==> src/design/lcdw_pkg.sv <==
// types and constants shared by the lcd parallel write sequencer
`timescale 1ns / 1ps
package lcdw_pkg;

   // request opcodes
   localparam logic [1:0] OP_CMD    = 2'd0;
   localparam logic [1:0] OP_CHAR   = 2'd1;
   localparam logic [1:0] OP_CURSOR = 2'd2;

   // csr register indexes
   localparam logic [1:0] CSR_FOUR_BIT_MODE = 2'd0;
   localparam logic [1:0] CSR_NIBBLE_OFFSET = 2'd1;
   localparam logic [1:0] CSR_PHASE_TICKS   = 2'd2;

   localparam int unsigned CSR_DATA_W = 16;

   // csr reset values
   localparam logic        FOUR_BIT_MODE_RST = 1'b0;
   localparam logic [2:0]  NIBBLE_OFFSET_RST = 3'd4;
   localparam logic [15:0] PHASE_TICKS_RST   = 16'd1000;

   // phase indexes of the last pin state
   localparam logic [2:0] LAST_PHASE_8BIT = 3'd3;
   localparam logic [2:0] LAST_PHASE_4BIT = 3'd6;

   localparam logic [7:0] SET_DDRAM_CMD = 8'h80;
   localparam logic [7:0] NIBBLE_MASK   = 8'h0F;

   typedef struct packed {
      logic [1:0] op;
      logic [7:0] value;
      logic [1:0] row;
      logic [5:0] column;
   } lcdw_req_type;

   typedef struct packed {
      logic        reg_select;
      logic        read_write;
      logic        enable;
      logic [7:0]  data_port;
      logic [15:0] hold_ticks;
      logic        last;
   } lcdw_rsp_type;

   // ddram base address of each display row
   function automatic logic [6:0] row_base(input logic [1:0] row);
      logic [6:0] base;
      case (row)
         2'd0:    base = 7'h00;
         2'd1:    base = 7'h40;
         2'd2:    base = 7'h10;
         2'd3:    base = 7'h50;
         default: base = 7'h00;
      endcase
      return base;
   endfunction

endpackage

==> src/design/char_lcd_parallel_write_sequencer_top.sv <==
// lcd parallel write sequencer: request to timed pin state sequence
`timescale 1ns / 1ps
// the request is first held in the item registers, then each pin state is registered in the output register
// throughput: one pin state per cycle unless rsp_ready stalls the output, 4 per transaction
//   in 8-bit mode, 7 in 4-bit mode, set by the phase counter that walks the held request;
//   the next request is taken while the final pin state issues: transactions run back to back
// reset: synchronous, active high; clears valids, phase counter and pin latches, loads csr reset values
module char_lcd_parallel_write_sequencer_top
   import lcdw_pkg::*;
(
   input  logic                  clock,
   input  logic                  reset,
   // request channel
   input  logic                  req_valid,
   output logic                  req_ready,
   input  lcdw_req_type          req_data,
   // pin state channel
   output logic                  rsp_valid,
   input  logic                  rsp_ready,
   output lcdw_rsp_type          rsp_data,
   // csr write port
   input  logic                  csr_write,
   input  logic [1:0]            csr_index,
   input  logic [CSR_DATA_W-1:0] csr_data
);

   // csrs
   logic        four_bit_mode_ff, four_bit_mode_in;
   logic [2:0]  nibble_offset_ff, nibble_offset_in;
   logic [15:0] phase_ticks_ff, phase_ticks_in;

   // held request: the byte to send and its rs level
   logic        item_valid_ff, item_valid_in;
   logic [7:0]  item_byte_ff, item_byte_in;
   logic        item_rs_ff, item_rs_in;
   logic [2:0]  phase_ff, phase_in;

   // pin latches
   logic [7:0]  port_latch_ff, port_latch_in;
   logic        enable_latch_ff, enable_latch_in;

   // output register
   logic         rsp_valid_ff, rsp_valid_in;
   lcdw_rsp_type rsp_data_ff, rsp_data_in;

   logic        out_free;
   logic        advance;
   logic        last_phase;
   logic        req_take;
   logic        req_useful;
   logic [7:0]  req_byte;
   logic        req_rs;
   logic [6:0]  cursor_addr;
   logic [15:0] hold;
   logic [7:0]  nib_mask;
   logic [7:0]  nib_bits;
   logic [3:0]  nib;
   logic        phase_enable;

   // output slot is free when empty or being drained this cycle
   assign out_free   = !rsp_valid_ff || rsp_ready;
   assign advance    = item_valid_ff && out_free;
   assign last_phase = four_bit_mode_ff ? (phase_ff == LAST_PHASE_4BIT)
                                        : (phase_ff == LAST_PHASE_8BIT);

   // take a new request when nothing is held or the held one finishes now
   assign req_ready = !item_valid_ff || (advance && last_phase);
   assign req_take  = req_valid && req_ready;

   // decode the request into byte and rs; unused opcode produces nothing
   assign cursor_addr = 7'(req_data.column) + row_base(req_data.row);

   always_comb begin
      req_byte   = req_data.value;
      req_rs     = 1'b0;
      req_useful = 1'b1;
      case (req_data.op)
         OP_CMD: begin
            req_byte = req_data.value;
            req_rs   = 1'b0;
         end
         OP_CHAR: begin
            req_byte = req_data.value;
            req_rs   = 1'b1;
         end
         OP_CURSOR: begin
            req_byte = SET_DDRAM_CMD | {1'b0, cursor_addr};
            req_rs   = 1'b0;
         end
         default: begin
            req_useful = 1'b0;
         end
      endcase
   end

   // a zero hold count is held for one tick
   assign hold = (phase_ticks_ff == 16'd0) ? 16'd1 : phase_ticks_ff;

   // nibble placement, bits beyond pin 7 drop off
   assign nib      = (phase_ff == 3'd2) ? item_byte_ff[7:4] : item_byte_ff[3:0];
   assign nib_mask = NIBBLE_MASK << nibble_offset_ff;
   assign nib_bits = {4'b0000, nib} << nibble_offset_ff;

   // per phase: next port level and e level
   always_comb begin
      port_latch_in = port_latch_ff;
      phase_enable  = 1'b0;
      if (four_bit_mode_ff) begin
         // setup, e high, high nibble, e low, e high, low nibble, e low
         case (phase_ff)
            3'd0:    phase_enable = enable_latch_ff;
            3'd1:    phase_enable = 1'b1;
            3'd2: begin
               phase_enable = 1'b1;
               if (advance) port_latch_in = (port_latch_ff & ~nib_mask) | nib_bits;
            end
            3'd3:    phase_enable = 1'b0;
            3'd4:    phase_enable = 1'b1;
            3'd5: begin
               phase_enable = 1'b1;
               if (advance) port_latch_in = (port_latch_ff & ~nib_mask) | nib_bits;
            end
            default: phase_enable = 1'b0;
         endcase
      end else begin
         // setup, e high, data on the port, e low
         case (phase_ff)
            3'd0:    phase_enable = enable_latch_ff;
            3'd1:    phase_enable = 1'b1;
            3'd2: begin
               phase_enable = 1'b1;
               if (advance) port_latch_in = item_byte_ff;
            end
            default: phase_enable = 1'b0;
         endcase
      end
   end

   always_comb begin
      enable_latch_in = advance ? phase_enable : enable_latch_ff;

      // held request and phase counter
      item_valid_in = item_valid_ff;
      item_byte_in  = item_byte_ff;
      item_rs_in    = item_rs_ff;
      phase_in      = phase_ff;
      if (advance) begin
         if (last_phase) begin
            item_valid_in = 1'b0;
            phase_in      = 3'd0;
         end else begin
            phase_in = phase_ff + 3'd1;
         end
      end
      if (req_take) begin
         item_valid_in = req_useful;
         item_byte_in  = req_byte;
         item_rs_in    = req_rs;
         phase_in      = 3'd0;
      end

      // output register
      rsp_valid_in = rsp_valid_ff && !rsp_ready;
      rsp_data_in  = rsp_data_ff;
      if (advance) begin
         rsp_valid_in           = 1'b1;
         rsp_data_in.reg_select = item_rs_ff;
         rsp_data_in.read_write = 1'b0;
         rsp_data_in.enable     = phase_enable;
         rsp_data_in.data_port  = port_latch_in;
         rsp_data_in.hold_ticks = hold;
         rsp_data_in.last       = last_phase;
      end

      // csr writes
      four_bit_mode_in = four_bit_mode_ff;
      nibble_offset_in = nibble_offset_ff;
      phase_ticks_in   = phase_ticks_ff;
      if (csr_write) begin
         case (csr_index)
            CSR_FOUR_BIT_MODE: four_bit_mode_in = csr_data[0];
            CSR_NIBBLE_OFFSET: nibble_offset_in = csr_data[2:0];
            CSR_PHASE_TICKS:   phase_ticks_in   = csr_data[15:0];
            default:           ;
         endcase
      end
   end

   always_ff @(posedge clock) begin
      if (reset) begin
         four_bit_mode_ff <= FOUR_BIT_MODE_RST;
         nibble_offset_ff <= NIBBLE_OFFSET_RST;
         phase_ticks_ff   <= PHASE_TICKS_RST;
         item_valid_ff    <= 1'b0;
         phase_ff         <= 3'd0;
         port_latch_ff    <= 8'd0;
         enable_latch_ff  <= 1'b0;
         rsp_valid_ff     <= 1'b0;
      end else begin
         four_bit_mode_ff <= four_bit_mode_in;
         nibble_offset_ff <= nibble_offset_in;
         phase_ticks_ff   <= phase_ticks_in;
         item_valid_ff    <= item_valid_in;
         phase_ff         <= phase_in;
         port_latch_ff    <= port_latch_in;
         enable_latch_ff  <= enable_latch_in;
         rsp_valid_ff     <= rsp_valid_in;
      end
   end

   // payload registers, no reset needed
   always_ff @(posedge clock) begin
      item_byte_ff <= item_byte_in;
      item_rs_ff   <= item_rs_in;
      rsp_data_ff  <= rsp_data_in;
   end

   assign rsp_valid = rsp_valid_ff;
   assign rsp_data  = rsp_data_ff;

endmodule
==> config.mk <==
export PLATFORM = sky130hd
export DESIGN_NAME = char_lcd_parallel_write_sequencer_top
export DESIGN_NICKNAME = d
export VERILOG_FILES = /design/src/design/lcdw_pkg.sv /design/src/design/char_lcd_parallel_write_sequencer_top.sv
export SDC_FILE = /design/constraint.sdc
export NUM_CORES = 1
export LEC_CHECK = 0
export ABC_CLOCK_PERIOD_IN_PS = 2700
export BUFFER_PORTS_ARGS = -buffer_cell sky130_fd_sc_hd__buf_4
export CORE_MARGIN = 10
export CORE_UTILIZATION = 40
export DETAILED_ROUTE_END_ITERATION = 12
export GPL_TIMING_DRIVEN = 0
export PLACE_DENSITY = 0.69
export RECOVER_POWER = 25
export SLEW_MARGIN = 0
export SYNTH_ARGS = -nofsm -noshare
export SYNTH_HDL_FRONTEND = slang
export SYNTH_SLANG_ARGS = --single-unit
==> constraint.sdc <==
create_clock -name clock -period 2.7 [get_ports clock]
set_input_delay 0.27 -clock clock [delete_from_list [all_inputs] [get_ports clock]]
set_output_delay 0.27 -clock clock [all_outputs]
set_load 0.02 [all_outputs]
==> results_dict.tcl, run 1 <==
set metrics [dict create \
    worst-r2r-setup-slack_ns 0.35 \
    track_usage_pct 12.5 \
    synth_area_leaders "edfxtp_1 (33%), dfxtp_1 (21%), nand2_1 (5.8%), mux2i_1 (5.1%), mux2_2 (4.1%)" \
    core_area_um2 8130 \
    grt_pass1_wl_um 12900 \
    hpwl_um 5810 \
    synth_xor_area_share_pct 0.794 \
    cts_buffer_depth 2 \
    yosys.area_share.simple_pct 16.6 \
    cp_max_fo 8 \
    synthFlopType "edfxtp_1" \
    timing.rr.start "phase_ff[0]$_SDFFE_PP0N_" \
    crit_buf_inv 1 \
    gp_congestion 0.856 \
    antenna_found_initial 0 \
    synth.most_common_cell "nand2_1" \
    finalSetupViolCount 0 \
    drive_above_1_share_pct 26.2 \
    die_w_um 111 \
    portBuffers 68 \
    p_comb_share_pct 11.4 \
    die_h_um 111 \
    irDropWorstVdd_v 0.000265 \
    drt-initial-drc-count 179 \
    slew_headroom_pct 17.9 \
    cts_buffers 9 \
    max_cap_violations 0 \
    worst_pin_slew_ns 1.23 \
    start_util_pct 40.7 \
    synthAdderAreaFrac_pct 2.65 \
    async_flop_share_pct 0 \
    status "finished, final reports clean" \
    hold_start "reset" \
    cpPeakStageDelay_ns 0.56 \
    ff2ff_path_depth 7 \
    required_ns 2.78 \
    cp-end-kind "flip-flop" \
    power_frac_seq_pct 50.5 \
    cp-start-kind "flip-flop" \
    grtUsageMet1_pct 15.6 \
    grt_max_degree 32 \
    seq_area_frac_synth_pct 53.3 \
    cts_sinks 70 \
    grt_pass1_vias 2620 \
    avgSynthCellArea_um2 10.4 \
    placed_area_um2 3950 \
    min_path_cells 2 \
    first_pass_iters 4 \
    via_per_inst 5.03 \
    vias 2545 \
    die_area_um2 12300 \
    switching_share_pct 24.0 \
    cts_tree "built" \
    cp_cell_sequence "inv_1 > ha_1 > mux2i_1 > nor3_2 > nand2_1 > a2111oi_0 > nor2_1" \
    fin_crit_ns 2.35 \
    synth_nets 366 \
    synth_top_family_by_area "simple AND/OR/NAND/NOR gates" \
    top_usage_layer "met2" \
    arrival_ns 2.42 \
    fin_area_um2 4150 \
    synth_commonest_cells "nand2_1 (51), edfxtp_1 (36), dfxtp_1 (34)" \
    ant_nets 0 \
    intPower_uw 1810 \
    slowest_stage "a2111oi_0" \
    drt_drc_violations_left 0 \
    use_met3_pct 4.60 \
    gr-usage-met2_pct 19.3 \
    synth-compound-area-share_pct 10.4 \
    crit_family "simple AND/OR/NAND/NOR gates" \
    fill_cells 739 \
    synth-edff-count 36 \
    rsz0062_at_grt "false" \
    clock_skew_ns 0.00745 \
    synth_top_area_share_pct 32.7 \
    hold_ws_ns 0.120 \
    ys_seq_elements 70 \
    switchingPower_uw 573 \
    layout_setup_ws_ns 0.353 \
    fin_nets 445 \
    netlist-cell-type-count 52 \
    p_leak_uw 0.00165 \
    synth_area_um2 3310 \
    ctsHoldBuffers 0 \
    hold_end "port_latch_ff[0]$_SDFF_PP0_" \
    pre_cts_slack_ns 0.313 \
    n_antenna_cell 0 \
    hold_viol 0 \
    worstReg2RegEnd "rsp_data[22]$_DFFE_PN_" \
    grt_overflow 0 \
    syn_inst 318 \
    cts.repair.resized 0 \
    post-synth-top-area-cell "edfxtp_1" \
    fmax_ghz 0.426 \
    hold_class "in2reg" \
    power_density_nw_per_um2 576 \
    yosysWarnings 0 \
    synth.area.mux_share_pct 10.6 \
    rows 33 \
    cts_root_buf "clkbuf_8" \
    period_share_pct 86.9 \
    path_clk_slew_ns 0.07 \
    io_pins 71 \
    clk_latency_ns 0.34 \
    wl_um 7840 \
    wl_per_cell_um 15.5 \
    fin_setup_tns_ns 0 \
    area_growth_pct 25.3 \
    drv_slew 0 \
    htree_levels 3 \
    p_clk_share_pct 38.1 \
    cts_setup_buffers 0 \
    worstSetupPathType "reg2reg" \
]
-- state kept, by name, indices dropped and copies added (netlist names) --
signal and count:
rsp_data 27, phase_ticks_ff 16, item_byte_ff 8, port_latch_ff 8
nibble_offset_ff 3, phase_ff 3, enable_latch_ff 1, four_bit_mode_ff 1
item_rs_ff 1, item_valid_ff 1, rsp_valid 1
-- cell families (layout without fill, tap and decap cells) --
group	Yosys count	count (layout)
AOI/OAI and AO/OA	53	53
xor gates and xnor gates	3	3
adders and majority gates	7	7
buffers and inverters	42	125
DFF	70	70
muxes	32	32
other	1	1
and+or+nand+nor	110	110
-- cells in the final DEF (no fill, tap or decap), types with 3 or more instances in the layout --
master and n:
edfxtp_1 36, nand4_1 3, xnor2_1 3, mux2_4 3, mux2i_1 17, o21ai_0 7, nor3_1 4, buf_4 64
and3b_1 3, dfxtp_1 34, nand2b_1 4, nand3_1 3, nand2_1 51, a21oi_1 22, nor4_1 3, nor2_1 15
clkbuf_8 9, inv_1 9, clkbuf_1 32, nand3b_1 9, nor2b_1 6, buf_6 3, ha_1 7, mux2_2 12
-- worst reg2reg max path, stage by stage, from the launching register on --
cell and delay, ns:
dfxtp_1 0.36, inv_1 0.12, ha_1 0.28, mux2i_1 0.15, nor3_2 0.44, nand2_1 0.11, a2111oi_0 0.56, nor2_1 0.08
-- worst max path at each step --
stage,cells after the start,start,end,slack [ns]
3_5_place_dp,7,phase_ff[0]$_SDFFE_PP0N_,rsp_data[22]$_DFFE_PN_,0.31
6_report,7,phase_ff[0]$_SDFFE_PP0N_,rsp_data[22]$_DFFE_PN_,0.35
3_3_place_gp,7,phase_ff[0]$_SDFFE_PP0N_,rsp_data[22]$_DFFE_PN_,0.33
4_1_cts,7,phase_ff[0]$_SDFFE_PP0N_,rsp_data[22]$_DFFE_PN_,0.31
2_1_floorplan,5,four_bit_mode_ff$_SDFFE_PP0P_,item_byte_ff[0]$_DFFE_PP_,0.50
5_1_grt,7,phase_ff[0]$_SDFFE_PP0N_,rsp_data[22]$_DFFE_PN_,0.06
-- power groups by stage --
stage	Combinational, µW	Clock [µW]	Sequential (µW)
after global placement	272	0	1230
after CTS	279	928	1200
after detailed placement	278	0	1230
after global routing	299	986	1210
final	272	910	1200
after floorplan	127	0	1250
-- through the flow --
step | cells | util [%] | total power, µW
final | 506 | 51.0 | 2390
after global routing | 506 | 51.0 | 2500
after CTS | 506 | 51.2 | 2410
after detailed placement | 491 | 48.6 | 1510
after global placement | 491 | 48.6 | 1500
after floorplan | 318 | - | 1380
-- final cells by class --
cell class | instances | area (µm²) | area share [%]
clock buffers | 9 | 124 | 2.99
multi-input cells | 206 | 1360 | 32.8
flip-flops and latches | 70 | 1760 | 42.5
plain buffers | 33 | 150 | 3.62
clock inverters | 6 | 87.6 | 2.11
inverters | 9 | 33.8 | 0.815
well taps | 105 | 131 | 3.17
repair buffers | 68 | 495 | 12.0
-- metal layers --
layer	wire length [µm]	up-vias	part of all wire (%)
li1	-	1267	-
met1	3680	1187	47
met2	3530	79	45
met3	520	12	6.6
met4	106	0	1.4
met5	0	-	0
Note: power is estimated with default switching activity, not from simulation.
==> run 2: changes to the inputs <==
- SETUP_SLACK_MARGIN: default -> 0.4
==> results_dict.tcl, run 2 (synthesized netlist as in run 1, its figures left out) <==
set metrics [dict create \
    status "finished, final reports clean" \
    required_ns 2.78 \
    cts_buffer_depth 2 \
    final_common_cell "buf_4" \
    area_growth_pct 26.3 \
    drt_drc_violations_left 0 \
    path_clk_slew_ns 0.07 \
    multi_input_area_um2 1380 \
    cts_root_buf "clkbuf_8" \
    track_usage_pct 12.5 \
    grt_pass1_wl_um 12900 \
    grt_pass1_vias 2611 \
    vias 2563 \
    rsz0062_at_grt "false" \
    die_h_um 111 \
    first_pass_iters 4 \
    gr-usage-met2_pct 19.2 \
    gp_congestion 0.856 \
    period_share_pct 82.6 \
    via_per_inst 5.06 \
    power_density_nw_per_um2 572 \
    top_usage_layer "met2" \
    power_frac_seq_pct 50.4 \
    final_cell_mix "buf_4 (65), nand2_1 (51), edfxtp_1 (36), dfxtp_1 (34), clkbuf_1 (31)" \
    fmax_ghz 0.448 \
    portBuffers 68 \
    slew_headroom_pct 54.6 \
    io_pins 71 \
    fin_crit_ns 2.23 \
    p_clk_share_pct 38.0 \
    arrival_ns 2.31 \
    hold_ws_ns 0.120 \
    ff2ff_path_depth 9 \
    clk_latency_ns 0.34 \
    cts_sinks 70 \
    grt_max_degree 32 \
    p_leak_uw 0.00165 \
    cts_buffers 9 \
    hold_class "in2reg" \
    n_antenna_cell 0 \
    hold_viol 0 \
    core_area_um2 8130 \
    grt_overflow 0 \
    finalSetupViolCount 0 \
    worstSetupPathType "reg2reg" \
    cp_max_fo 9 \
    switchingPower_uw 574 \
    area.sequential_um2 1760 \
    drt-initial-drc-count 179 \
    ant_nets 0 \
    grtUsageMet1_pct 15.6 \
    drive_above_1_share_pct 27.6 \
    wl_um 7860 \
    irDropWorstVdd_v 0.000359 \
    min_path_cells 2 \
    clock_skew_ns 0.00787 \
    fin_setup_tns_ns 0 \
    hpwl_um 5810 \
    die_w_um 111 \
    largest_reg_flops 27 \
    fin_nets 446 \
    wl_per_cell_um 15.5 \
    use_met3_pct 4.60 \
    htree_levels 3 \
    cts_tree "built" \
    p_comb_share_pct 11.5 \
    cp-end-kind "flip-flop" \
    worst_pin_slew_ns 0.679 \
    drv_slew 0 \
    start_util_pct 40.7 \
    cp-start-kind "flip-flop" \
    intPower_uw 1820 \
    antenna_found_initial 0 \
    max_cap_violations 0 \
    rows 33 \
    die_area_um2 12300 \
    fill_cells 733 \
    switching_share_pct 24.0 \
]
-- run 2: worst paths after layout --
kind	start	to	slack [ns]
worst max-delay path	phase_ff[0]$_SDFFE_PP0N_	rsp_data[21]$_DFFE_PN_	0.47
worst min-delay path	reset	port_latch_ff[0]$_SDFF_PP0_	0.12
worst max register to register	phase_ff[0]$_SDFFE_PP0N_	rsp_data[21]$_DFFE_PN_	0.47
worst min register to register	item_rs_ff$_DFFE_PP_	rsp_data[27]$_DFFE_PN_	0.44
-- run 2: cell type report --
class	count	area share, %
inverters	9	0.898
flip-flops and latches	70	42.2
clock buffers	9	2.96
well taps	105	3.14
clock inverters	6	2.10
plain buffers	33	3.62
multi-input cells	206	33.1
repair buffers	69	12.0
-- run 2: power by group through the flow --
stage	Combinational, µW	Clock (µW)	Sequential [µW]
finish	276	909	1200
CTS	280	928	1200
global route	302	979	1210
global placement	272	0	1230
detailed placement	278	0	1230
floorplan	127	0	1250
-- run 2: worst max-delay path, cell delays in order (launching register included) --
cell,delay [ns]
dfxtp_1,0.36
inv_1,0.12
ha_2,0.25
nand2b_4,0.06
buf_6,0.14
or3_1,0.32
buf_6,0.16
mux2_4,0.30
a21oi_2,0.15
nand3_1,0.11
-- run 2: metrics by stage --
| step | power (µW) | cells | util [%] | setup slack [ns] | instance area [µm²] |
|---|---|---|---|---|---|
| detailed placement | 1510 | 491 | 48.6 | 0.313 | 3950 |
| global placement | 1500 | 491 | 48.6 | 0.329 | 3950 |
| global route | 2490 | 507 | 51.4 | 0.390 | 4180 |
| finish | 2390 | 507 | 51.4 | 0.469 | 4180 |
| CTS | 2410 | 506 | 51.3 | 0.424 | 4170 |
| floorplan | 1380 | 318 | - | 0.504 | 3310 |
-- run 2: metal layers --
metal	part of all wire [%]	up-vias
met5	0	-
met4	1.5	0
met3	7.0	13
met2	46	97
met1	46	1188
li1	-	1265
-- run 2: timing repair --
| action | CTS | global route |
|---|---|---|
| hold buffers | 0 | 0 |
| cloned | 0 | 0 |
| gates resized for setup | 3 | 4 |
| endpoints found under the setup margin | 2 | 7 |
| pin swaps | 0 | 2 |
| setup buffers | 0 | 1 |
==> run 3: changes to the inputs <==
- ABC_CLOCK_PERIOD_IN_PS: 2700 -> 1800
- PLACE_DENSITY: 0.69 -> 0.71
- clock period: 2.7 -> 1.8 ns (I/O delays scaled with it)
==> results_dict.tcl, run 3 (synthesized netlist as in run 1, its figures left out) <==
set metrics [dict create \
    core_area_um2 8130 \
    hpwl_um 5780 \
    cts_sinks 70 \
    ctsHoldBuffers 0 \
    required_ns 1.90 \
    worst_pin_slew_ns 0.681 \
    drive_above_1_share_pct 41.1 \
    largest_reg_flops 27 \
    rows 33 \
    multi_input_area_um2 1590 \
    hold_class "in2reg" \
    violations "negative setup slack" \
    fin_nets 469 \
    htree_levels 3 \
    wl_um 8760 \
    cts_tree "built" \
    arrival_ns 2.11 \
    final_cell_mix "buf_4 (82), nand2_1 (50), edfxtp_1 (36), dfxtp_1 (31), clkbuf_1 (26)" \
    fmax_ghz 0.496 \
    cp-start-kind "flip-flop" \
    max_cap_violations 0 \
    vias 2768 \
    drv_slew 0 \
    track_usage_pct 13.8 \
    ff2ff_path_depth 8 \
    area_growth_pct 38.7 \
    total_power_uw 3590 \
    irDropWorstVdd_v 0.000347 \
    cp_max_fo 8 \
    status "finished with violations" \
    start_util_pct 40.7 \
    power_density_nw_per_um2 781 \
    top_layer "met4" \
    ant_nets 0 \
    grt_pass1_vias 2809 \
    slew_headroom_pct 54.6 \
    final_core_utilization_pct 56.4 \
    slowest_stage "dfxtp_2" \
    hold_end "port_latch_ff[0]$_SDFF_PP0_" \
    crit_family "simple AND/OR/NAND/NOR gates" \
    via_per_inst 5.21 \
    antenna_found_initial 0 \
    min_path_cells 2 \
    crit_buf_inv 2 \
    period_share_pct 112 \
    cts_buffer_depth 2 \
    clock_skew_ns 0.00752 \
    wl_per_cell_um 16.5 \
    hold_viol 0 \
    layout_setup_ws_ns -0.215 \
    clk_latency_ns 0.35 \
    dr_wl_met3_um 693 \
    rsz0062_at_grt "true" \
    io_pins 71 \
    finalSetupViolCount 17 \
    fin_crit_ns 2.02 \
    worstSetupPathType "reg2reg" \
    first_pass_iters 6 \
    drt-initial-drc-count 214 \
    die_w_um 111 \
    grt_pass1_wl_um 13900 \
    cp_cell_sequence "ha_4 > nand2b_4 > buf_8 > or3_4 > buf_6 > mux2_4 > a21oi_2 > nand2_1" \
    cp-end-kind "flip-flop" \
    area.sequential_um2 1770 \
    worstReg2RegEnd "rsp_data[24]$_DFFE_PN_" \
    cpPeakStageDelay_ns 0.39 \
    fill_cells 666 \
    grt_overflow 0 \
    wl_met1_um 3810 \
    timing.rr.start "phase_ff[1]$_SDFFE_PP0N_" \
    hold_start "reset" \
    cts_root_buf "clkbuf_8" \
    die_area_um2 12300 \
    drt_drc_violations_left 0 \
    p_leak_uw 0.00184 \
    portBuffers 68 \
    grt_max_degree 17 \
    gp_congestion 0.874 \
    wl_met2_um 4050 \
    worst-r2r-setup-slack_ns -0.22 \
    cts_buffers 9 \
    path_clk_slew_ns 0.07 \
    n_antenna_cell 0 \
    final_common_cell "buf_4" \
    die_h_um 111 \
]
==> run 3: changes by cell type in the layout (fill, tap and decap cells not counted), moves of 4 or more <==
cell,change
a21oi_1,-4
buf_4,+17
buf_6,+4
clkbuf_1,-5
inv_1,-4
mux2_2,-4
mux2_4,+4
==> run 3: metrics by stage <==
step                instances  setup TNS (ns)  setup slack (ns)  hold WS (ns)  area [µm²]
floorplan                 318          -0.567            -0.147         0.252        3360
global placement          491           -1.99            -0.401         0.393        4000
detailed placement        491           -2.44            -0.402         0.395        4000
CTS                       525           -2.13            -0.209        0.0197        4480
global route              531           -3.80            -0.264        0.0272        4590
finish                    531           -2.34            -0.215        0.0363        4590
==> run 3: cell type report <==
class	count	area share, %
plain buffers	33	3.71
clock buffers	10	3.00
clock inverters	6	1.31
inverters	9	0.873
multi-input cells	207	34.6
flip-flops and latches	70	38.6
well taps	105	2.86
repair buffers	90	14.9
repair inverters	1	0.164
==> run 3: worst max path at each step <==
| stage | startpoint | end | slack (ns) | cells after the start |
|---|---|---|---|---|
| floorplan | phase_ff[0]$_SDFFE_PP0N_ | rsp_data[23]$_DFFE_PN_ | -0.15 | 9 |
| global placement | phase_ff[1]$_SDFFE_PP0N_ | rsp_data[22]$_DFFE_PN_ | -0.40 | 7 |
| global route | item_valid_ff$_SDFFE_PP0P_ | rsp_data[21]$_DFFE_PN_ | -0.26 | 6 |
| detailed placement | phase_ff[1]$_SDFFE_PP0N_ | rsp_data[22]$_DFFE_PN_ | -0.40 | 7 |
| finish | phase_ff[1]$_SDFFE_PP0N_ | rsp_data[24]$_DFFE_PN_ | -0.22 | 8 |
| CTS | phase_ff[0]$_SDFFE_PP0N_ | rsp_data[21]$_DFFE_PN_ | -0.21 | 9 |
==> run 3: power by group <==
group / internal (µW) / total (µW) / switching, µW
Combinational: 228 / 487 / 259
Clock: 674 / 1290 / 615
Sequential: 1760 / 1810 / 48.4
==> run 3: repair_timing <==
item / CTS / global route
setup buffers: 17 / 5
setup endpoints to repair: 57 / 31
pin swaps: 15 / 12
gates resized for setup: 37 / 22
gates cloned: 1 / 1
==> run 3: metal layers <==
layer | global-route usage [%] | up-vias
met2 | 22.1 | 130
met3 | 4.55 | 21
met5 | 0 | -
met4 | 5.30 | 0
met1 | 16.6 | 1295
li1 | - | 1322
